**src/rtl/eer_pkg.sv**
```systemverilog
package eer_pkg;

   localparam int NUM_ERRORS_DEFAULT = 8;

   localparam int CSR_INDEX_W = 1;
   localparam int CSR_DATA_W  = 3;

   localparam logic [CSR_INDEX_W-1:0] CSR_COMM_FIRST  = 1'd0;
   localparam logic [CSR_INDEX_W-1:0] CSR_COMM_SECOND = 1'd1;

   localparam logic [2:0] COMM_FIRST_RESET  = 3'd0;
   localparam logic [2:0] COMM_SECOND_RESET = 3'd1;

   typedef enum logic [1:0] {
      CMD_ACTIVATE   = 2'd0,
      CMD_DEACTIVATE = 2'd1,
      CMD_RAISE      = 2'd2,
      CMD_POLL       = 2'd3
   } cmd_type;

   typedef enum logic [1:0] {
      KIND_FIRED   = 2'd0,
      KIND_RAISED  = 2'd1,
      KIND_CLEARED = 2'd2
   } kind_type;

   typedef enum logic [1:0] {
      LED_UNCHANGED = 2'd0,
      LED_BLINK     = 2'd1,
      LED_OFF       = 2'd2
   } led_type;

   typedef struct packed {
      cmd_type    command;
      logic [2:0] error_number;
      logic       unsolicited;
   } req_word_type;

   typedef struct packed {
      logic       report_valid;
      logic [2:0] report_error;
      kind_type   report_kind;
      led_type    led_action;
      logic [3:0] blink_count;
      logic       blink_repeat;
      logic [7:0] active_mask;
   } rsp_word_type;

   typedef struct packed {
      logic [2:0] comm_first;
      logic [2:0] comm_second;
   } comm_cfg_type;

endpackage

```
**src/rtl/eer_if.sv**
```systemverilog
interface eer_req_if;
   logic                 valid;
   logic                 ready;
   eer_pkg::req_word_type data;

   modport source (output valid, output data, input ready);
   modport sink (input valid, input data, output ready);
endinterface

interface eer_rsp_if;
   logic                 valid;
   logic                 ready;
   eer_pkg::rsp_word_type data;

   modport source (output valid, output data, input ready);
   modport sink (input valid, input data, output ready);
endinterface

```
**src/rtl/eer_csr.sv**
```systemverilog
module eer_csr (
   input  logic                             clock,
   input  logic                             reset,
   input  logic                             csr_write_enable,
   input  logic [eer_pkg::CSR_INDEX_W-1:0]  csr_index,
   input  logic [eer_pkg::CSR_DATA_W-1:0]   csr_write_data,
   output eer_pkg::comm_cfg_type            cfg
);
   import eer_pkg::*;

   logic [2:0] first_ff, first_in;
   logic [2:0] second_ff, second_in;

   always_comb begin
      first_in  = first_ff;
      second_in = second_ff;
      if (csr_write_enable) begin
         unique case (csr_index)
            CSR_COMM_FIRST:  first_in  = csr_write_data;
            CSR_COMM_SECOND: second_in = csr_write_data;
         endcase
      end
   end

   always_ff @(posedge clock) begin
      if (reset) begin
         first_ff  <= COMM_FIRST_RESET;
         second_ff <= COMM_SECOND_RESET;
      end else begin
         first_ff  <= first_in;
         second_ff <= second_in;
      end
   end

   assign cfg.comm_first  = first_ff;
   assign cfg.comm_second = second_ff;

endmodule

```
**src/rtl/eer_engine.sv**
```systemverilog
module eer_engine #(
   parameter int NUM_ERRORS = eer_pkg::NUM_ERRORS_DEFAULT
) (
   input  logic                  clock,
   input  logic                  reset,
   input  logic                  fire,
   input  eer_pkg::req_word_type word,
   input  eer_pkg::comm_cfg_type cfg,
   output eer_pkg::rsp_word_type result
);
   import eer_pkg::*;

   localparam int IDX_W = (NUM_ERRORS > 1) ? $clog2(NUM_ERRORS) : 1;

   typedef logic [NUM_ERRORS-1:0] mask_type;

   mask_type active_ff, active_in;
   mask_type fired_ff, fired_in;
   mask_type raised_ff, raised_in;
   mask_type cleared_ff, cleared_in;

   logic             in_range;
   mask_type         sel;
   mask_type         any_pending;
   logic [IDX_W-1:0] poll_idx;
   mask_type         poll_bit;
   logic             suppressed;
   mask_type         remain;
   logic [IDX_W-1:0] remain_idx;

   function automatic logic [IDX_W-1:0] lowest_index(input mask_type vec);
      mask_type         low;
      logic [IDX_W-1:0] idx;
      low = vec & (~vec + mask_type'(1));
      idx = '0;
      for (int i = 0; i < NUM_ERRORS; i++) begin
         if (low[i]) begin
            idx = idx | IDX_W'(i);
         end
      end
      return idx;
   endfunction

   assign in_range    = int'(word.error_number) < NUM_ERRORS;
   assign sel         = in_range ? (mask_type'(1) << word.error_number) : '0;
   assign any_pending = fired_ff | raised_ff | cleared_ff;
   assign poll_idx    = lowest_index(any_pending);
   assign poll_bit    = mask_type'(1) << poll_idx;
   assign suppressed  = word.unsolicited &&
                        ((32'(poll_idx) == 32'(cfg.comm_first)) ||
                         (32'(poll_idx) == 32'(cfg.comm_second)));
   assign remain      = active_ff & ~sel;
   assign remain_idx  = lowest_index(remain);

   always_comb begin
      active_in  = active_ff;
      fired_in   = fired_ff;
      raised_in  = raised_ff;
      cleared_in = cleared_ff;
      result     = '0;

      unique case (word.command)
         CMD_POLL: begin
            if (|any_pending) begin
               priority if (|(fired_ff & poll_bit)) begin
                  fired_in           = fired_ff & ~poll_bit;
                  result.report_kind = KIND_FIRED;
               end else if (|(raised_ff & poll_bit)) begin
                  raised_in          = raised_ff & ~poll_bit;
                  result.report_kind = KIND_RAISED;
               end else begin
                  cleared_in         = cleared_ff & ~poll_bit;
                  result.report_kind = KIND_CLEARED;
               end
               if (suppressed) begin
                  result.report_kind = KIND_FIRED;
               end else begin
                  result.report_valid = 1'b1;
                  result.report_error = 3'(poll_idx);
               end
            end
         end
         CMD_ACTIVATE: begin
            if (in_range && !(|(active_ff & sel))) begin
               active_in           = active_ff | sel;
               raised_in           = raised_ff | sel;
               result.led_action   = LED_BLINK;
               result.blink_count  = 4'(int'(word.error_number) + 1);
               result.blink_repeat = 1'b1;
            end
         end
         CMD_DEACTIVATE: begin
            if (in_range && |(active_ff & sel)) begin
               active_in  = remain;
               cleared_in = cleared_ff | sel;
               if (|remain) begin
                  result.led_action   = LED_BLINK;
                  result.blink_count  = 4'(int'(remain_idx) + 1);
                  result.blink_repeat = 1'b1;
               end else begin
                  result.led_action = LED_OFF;
               end
            end
         end
         CMD_RAISE: begin
            if (in_range && (active_ff == '0)) begin
               fired_in           = fired_ff | sel;
               result.led_action  = LED_BLINK;
               result.blink_count = 4'(int'(word.error_number) + 1);
            end
         end
      endcase

      result.active_mask = 8'(active_in);
   end

   always_ff @(posedge clock) begin
      if (reset) begin
         active_ff  <= '0;
         fired_ff   <= '0;
         raised_ff  <= '0;
         cleared_ff <= '0;
      end else if (fire) begin
         active_ff  <= active_in;
         fired_ff   <= fired_in;
         raised_ff  <= raised_in;
         cleared_ff <= cleared_in;
      end
   end

   // A report can only come from a poll.
   assert property (@(posedge clock) disable iff (reset)
      result.report_valid |-> (word.command == CMD_POLL))
      else $error("report without a poll");

   // A blinking LED always carries a nonzero count.
   assert property (@(posedge clock) disable iff (reset)
      (result.led_action == LED_BLINK) |-> (result.blink_count != 4'd0))
      else $error("blink with zero count");

   // An accepted activate leaves the addressed error active.
   assert property (@(posedge clock) disable iff (reset)
      (fire && (word.command == CMD_ACTIVATE) && in_range)
      |=> |(active_ff & $past(sel)))
      else $error("activate did not set the active bit");

   // A poll with anything pending retires exactly one pending bit.
   assert property (@(posedge clock) disable iff (reset)
      (fire && (word.command == CMD_POLL) && |any_pending)
      |=> ($countones({fired_ff, raised_ff, cleared_ff}) + 1 ==
           $past($countones({fired_ff, raised_ff, cleared_ff}))))
      else $error("poll did not retire exactly one pending event");

endmodule

```
**src/rtl/error_event_reporter_core.sv**
```systemverilog
// A command word accepted into the input register is evaluated by the engine, and
// its response word is captured in the response register, which drives the bus.
// Throughput: one command word per cycle unless the response bus stalls; the
// pending-event priority encoder between the two registers is combinational.
// Reset is synchronous and clears all active and pending error masks.
module error_event_reporter_core #(
   parameter int NUM_ERRORS = eer_pkg::NUM_ERRORS_DEFAULT
) (
   input  logic                            clock,
   input  logic                            reset,
   eer_req_if.sink                         req_bus,
   eer_rsp_if.source                       rsp_bus,
   input  logic                            csr_write_enable,
   input  logic [eer_pkg::CSR_INDEX_W-1:0] csr_index,
   input  logic [eer_pkg::CSR_DATA_W-1:0]  csr_write_data
);
   import eer_pkg::*;

   logic         in_valid_ff, in_valid_in;
   req_word_type in_word_ff, in_word_in;
   logic         out_valid_ff, out_valid_in;
   rsp_word_type out_word_ff, out_word_in;

   logic         advance;
   logic         accept;
   comm_cfg_type cfg;
   rsp_word_type result;

   eer_csr u_csr (
      .clock            (clock),
      .reset            (reset),
      .csr_write_enable (csr_write_enable),
      .csr_index        (csr_index),
      .csr_write_data   (csr_write_data),
      .cfg              (cfg)
   );

   eer_engine #(
      .NUM_ERRORS (NUM_ERRORS)
   ) u_engine (
      .clock  (clock),
      .reset  (reset),
      .fire   (advance),
      .word   (in_word_ff),
      .cfg    (cfg),
      .result (result)
   );

   assign advance       = in_valid_ff && (!out_valid_ff || rsp_bus.ready);
   assign req_bus.ready = !in_valid_ff || advance;
   assign accept        = req_bus.valid && req_bus.ready;

   always_comb begin
      in_valid_in  = in_valid_ff;
      in_word_in   = in_word_ff;
      out_valid_in = out_valid_ff;
      out_word_in  = out_word_ff;
      if (advance) begin
         in_valid_in  = 1'b0;
         out_valid_in = 1'b1;
         out_word_in  = result;
      end else if (out_valid_ff && rsp_bus.ready) begin
         out_valid_in = 1'b0;
      end
      if (accept) begin
         in_valid_in = 1'b1;
         in_word_in  = req_bus.data;
      end
   end

   always_ff @(posedge clock) begin
      if (reset) begin
         in_valid_ff  <= 1'b0;
         out_valid_ff <= 1'b0;
         in_word_ff   <= '0;
      end else begin
         in_valid_ff  <= in_valid_in;
         out_valid_ff <= out_valid_in;
         in_word_ff   <= in_word_in;
      end
      out_word_ff <= out_word_in;
   end

   assign rsp_bus.valid = out_valid_ff;
   assign rsp_bus.data  = out_word_ff;

endmodule
```
**src/flat_wrapper.sv**
```systemverilog
// flat-port wrapper written by rule: the top's interface ports become plain ports
module error_event_reporter_core_flat import eer_pkg::*;
#(
   parameter int NUM_ERRORS = eer_pkg::NUM_ERRORS_DEFAULT
)
  (clock, reset, csr_write_enable, csr_index, csr_write_data, req_bus_valid, req_bus_data, req_bus_ready, rsp_bus_valid, rsp_bus_data, rsp_bus_ready);
  eer_req_if req_bus_i ();
  eer_rsp_if rsp_bus_i ();
  input  logic clock;
  input  logic reset;
  input  logic csr_write_enable;
  input  logic [eer_pkg::CSR_INDEX_W-1:0] csr_index;
  input  logic [eer_pkg::CSR_DATA_W-1:0] csr_write_data;
  input wire logic [$bits(req_bus_i.valid)-1:0] req_bus_valid;
  input wire logic [$bits(req_bus_i.data)-1:0] req_bus_data;
  output wire logic [$bits(req_bus_i.ready)-1:0] req_bus_ready;
  output wire logic [$bits(rsp_bus_i.valid)-1:0] rsp_bus_valid;
  output wire logic [$bits(rsp_bus_i.data)-1:0] rsp_bus_data;
  input wire logic [$bits(rsp_bus_i.ready)-1:0] rsp_bus_ready;
  assign req_bus_i.valid = req_bus_valid;
  assign req_bus_i.data = req_bus_data;
  assign req_bus_ready = req_bus_i.ready;
  assign rsp_bus_valid = rsp_bus_i.valid;
  assign rsp_bus_data = rsp_bus_i.data;
  assign rsp_bus_i.ready = rsp_bus_ready;
  error_event_reporter_core #(.NUM_ERRORS(NUM_ERRORS)) u_core (.clock(clock), .reset(reset), .req_bus(req_bus_i), .rsp_bus(rsp_bus_i), .csr_write_enable(csr_write_enable), .csr_index(csr_index), .csr_write_data(csr_write_data));
endmodule
```
**config.mk**
```make
export PLATFORM = sky130hd
export DESIGN_NAME = error_event_reporter_core_flat
export DESIGN_NICKNAME = d
export VERILOG_FILES = /design/src/rtl/eer_pkg.sv /design/src/rtl/eer_if.sv /design/src/rtl/eer_csr.sv /design/src/rtl/eer_engine.sv /design/src/rtl/error_event_reporter_core.sv /design/src/flat_wrapper.sv
export SDC_FILE = /design/constraint.sdc
export NUM_CORES = 1
export LEC_CHECK = 0
export ABC_AREA = 1
export ABC_CLOCK_PERIOD_IN_PS = 2160
export BUFFER_PORTS_ARGS = -buffer_cell sky130_fd_sc_hd__buf_4
export CORE_MARGIN = 3
export CORE_UTILIZATION = 40
export CTS_BUF_LIST = sky130_fd_sc_hd__clkbuf_8
export CTS_CLUSTER_DIAMETER = 40
export DETAILED_ROUTE_END_ITERATION = 8
export GPL_TIMING_DRIVEN = 0
export HOLD_SLACK_MARGIN = 0.08
export SLEW_MARGIN = 15
export SYNTH_ARGS = -nofsm -noshare
export SYNTH_HDL_FRONTEND = slang
export SYNTH_SLANG_ARGS = --single-unit
```
**constraint.sdc**
```tcl
create_clock -name clock -period 2.16 [get_ports clock]
set_input_delay 0.54 -clock clock [delete_from_list [all_inputs] [get_ports clock]]
set_output_delay 0.54 -clock clock [all_outputs]
set_load 0.1 [all_outputs]
```
==> metrics.md <==
| Metric | Value |
|---|---|
| Net switching power | `1.28 mW` |
| Leakage power total | `2.23 nW` |
| Crit path launch type | `register` |
| HP Class | `in -> reg` |
| Met1 Use GR | `0.263` |
| Initial antenna violation count | `0` |
| Chip Height | `105 µm` |
| Share of layout cells above drive strength 1 | `0.260` |
| Clk buf depth | `2` |
| I/O pin total | `38` |
| Combinational share of power | `0.268` |
| #FFs+latches synth | `67` |
| Final Max Tran Viols | `0` |
| Average size of a mapped cell | `7.16 µm²` |
| Crit Path Class | `reg -> reg` |
| RR Startpoint | `u_core.in_word_ff[1]` |
| Reported max-cap violation count | `0` |
| Vias per Instance | `5.24` |
| Switching share of total power | `0.341` |
| Sequential element share of the synthesized area | `0.395` |
| Layout Skew | `0.0182 ns` |
| Hold-critical path depth | `3` |
| Setup TNS Final | `0 ns` |
| Worst Hold End | `u_core.u_csr.second_ff[0]` |
| Number of inserted diodes | `0` |
| FF-to-FF End | `u_core.rsp_bus.data[10]` |
| Cells after Synth | `549` |
| Final period util | `0.982` |
| Int Pwr | `2.47 mW` |
| WP data arrival | `2.25 ns` |
| First-pass GRT wire length | `18,000 µm` |
| Predominant post-synthesis flop cell | `dfxtp_1` |
| Core footprint | `0.00942 mm²` |
| CTS tree | `done` |
| Post-synth top area share | `0.234` |
| Yosys cell types | `36` |
| R2r setup slk | `0.04 ns` |
| Largest net degree at the start of global routing | `26` |
| Worst R2R Path Depth | `10` |
| Mapped Nets | `571` |
| Total Wirelength | `11,500 µm` |
| Top cells by area in the synthesized netlist | `dfxtp_1 (23%), edfxtp_1 (16%), nand2_1 (9.9%)` |
| Outcome | `finished, final reports clean` |
| Crit. End Element | `register` |
| Clk slew on worst S/H paths | `0.09 ns` |
| DRC Markers | `0` |
| Skew-Pair Late Insertion Delay | `0.36 ns` |
| Die W | `105 µm` |
| Count leader, synth | `nand2_1` |
| Slew HR | `0.405` |
| Pwr dens | `751 mW/mm²` |
| Maximum clock rate | `471 MHz` |
| Clock root cell | `clkbuf_8` |
| DRT iter0 DRCs | `271` |
| IO Port Bufs | `37` |
| Clock Power Share | `0.354` |
| Hold Buf Count CTS | `0` |
| Met2 Track Usage GR | `0.335` |
| H-Tree Depth | `3` |
| Hold_sp | `csr_write_data[0]` |
| Cell taking the most area after synthesis | `dfxtp_1` |
| RSZ-0062 raised after global routing | `yes` |
| Routability cong. | `0.888` |
| Final count of hold timing violations | `0` |
| CP required | `2.28 ns` |
| Number of synthesized flops with an enable pin | `21` |
| Nets | `628` |
| Worst ir drop on vdd | `0.383 mV` |
| Routed wire per std cell | `15.6 µm` |
| Crit path max fanout | `6` |
| Flop pwr share | `0.379` |
| Core Rows | `35` |
| DR pass1 iterations | `5` |
| Final core utilization | `0.530` |
| GR Util met3 | `0.0451` |
| Area Growth Syn to Fin | `27.1%` |
| # setup viols final | `0` |
| Cts bufs inserted | `9` |
| Die area | `0.0111 mm²` |
| Clk sinks | `67` |
| GRT busiest layer | `met2` |
| Synth top cells by count | `nand2_1 (104), nor2_1 (74), inv_1 (69)` |
| Vias in the first global route | `3,664` |
| Via count | `3,876` |
| Ys async rst share | `0` |
| Synth warn | `0` |
| Initial Util | `0.418` |
| Synthesized cell area | `0.00393 mm²` |
| GRT overflow | `0` |
| Dpl hpwl | `8160 µm` |
| Minimum clock period | `2.12 ns` |
| DRT antenna net count | `0` |
| Slew at the pin closest to its max-slew limit | `0.891 ns` |
| Tot GR Track Use | `0.204` |
power groups by stage:
stage	clock network (mW)	registers, mW	logic, mW
after detailed placement	0	1.44	0.881
after floorplan	0	1.60	0.518
after global placement	0	1.44	0.875
final	1.33	1.42	1.00
after CTS	1.34	1.42	0.919
after global routing	1.40	1.43	1.09
critical path: stages, from the launching register on:
cell,delay (ns)
dfxtp_4,0.38
buf_4,0.15
ha_4,0.18
nand2_4,0.11
inv_4,0.07
o21ai_4,0.18
nor3_4,0.06
o21ai_2,0.14
nand2_1,0.07
ha_1,0.30
a22o_1,0.24
through the flow:
stage | power (mW) | std cells | worst slack (ns) | hold slack, ns | instance area, µm²
floorplan | 2.11 | 549 | 0.0583 | 0.441 | 3950
global placement | 2.32 | 715 | -0.324 | 0.452 | 4380
detailed placement | 2.32 | 715 | -0.341 | 0.454 | 4380
CTS | 3.68 | 734 | 0.0208 | 0.388 | 4750
global route | 3.92 | 740 | -0.0393 | 0.397 | 4990
finish | 3.75 | 740 | 0.0380 | 0.389 | 4990
how the worst max path moves through the flow:
stage	startpoint	endpoint	cells after the start
after floorplan	u_core.in_word_ff[2]	u_core.rsp_bus.data[10]	10
after global placement	u_core.in_word_ff[1]	u_core.rsp_bus.data[10]	11
after detailed placement	u_core.in_word_ff[1]	u_core.rsp_bus.data[10]	11
after CTS	u_core.in_word_ff[1]	u_core.u_engine.cleared_ff[4]	12
after global routing	u_core.in_word_ff[1]	u_core.rsp_bus.data[10]	12
final	u_core.in_word_ff[1]	u_core.rsp_bus.data[10]	10
cells by family after synthesis:
logic type,count (synthesis),synth area share
AOI/OAI and AO/OA,113,0.157
xor gates and xnor gates,4,0.00891
adders and majority gates,7,0.0223
buffers and inverters,90,0.0907
DFF,67,0.395
and+or+nand+nor,268,0.326
layer usage:
layer  part of all wire  up-vias
met4              0.020        0
met3              0.067       28
met5                  0        -
li1                   -     1921
met1               0.44     1790
met2               0.47      137
cells in the final DEF (no fill, tap or decap), types with 5 or more instances in the layout:
| cell type | instances |
|---|---|
| o22ai_1 | 5 |
| dfxtp_1 | 42 |
| nor2_1 | 67 |
| clkbuf_1 | 8 |
| o21ai_2 | 7 |
| a21oi_1 | 40 |
| buf_4 | 43 |
| edfxtp_1 | 21 |
| nor2_4 | 10 |
| nand4_1 | 10 |
| o21ai_0 | 46 |
| ha_4 | 5 |
| nand2_4 | 12 |
| inv_4 | 5 |
| nand2_2 | 13 |
| inv_2 | 10 |
| nor2_2 | 9 |
| inv_1 | 62 |
| nand3_1 | 38 |
| nand2_1 | 93 |
| clkbuf_8 | 10 |
sequential cells by signal, indices dropped and copies added (netlist names):
register and count:
u_core.in_valid_ff 1, u_core.u_engine.active_ff 8, u_core.u_engine.fired_ff 8, u_core.u_csr.first_ff 3
u_core.in_word_ff 6, u_core.u_engine.cleared_ff 8, u_core.rsp_bus.valid 1, u_core.u_engine.raised_ff 8
u_core.u_csr.second_ff 3, u_core.rsp_bus.data 21
layout make-up:
type | instances | area [µm²]
sequential | 67 | 1560
fill | 901 | 4420
multi-input combinational | 393 | 2300
buffer | 13 | 75.1
timing repair buffer | 45 | 345
inverter | 77 | 302
clock buffer | 10 | 138
tap | 129 | 161
clock inverter | 6 | 113
repair_timing:
action	4_1_cts	5_1_grt
gates cloned	0	1
setup buffers	3	5
pin swaps	3	11
endpoints found under the hold margin	0	0
setup endpoints to repair	38	44
resized for setup	28	53
(Power assumes the default switching activity.)
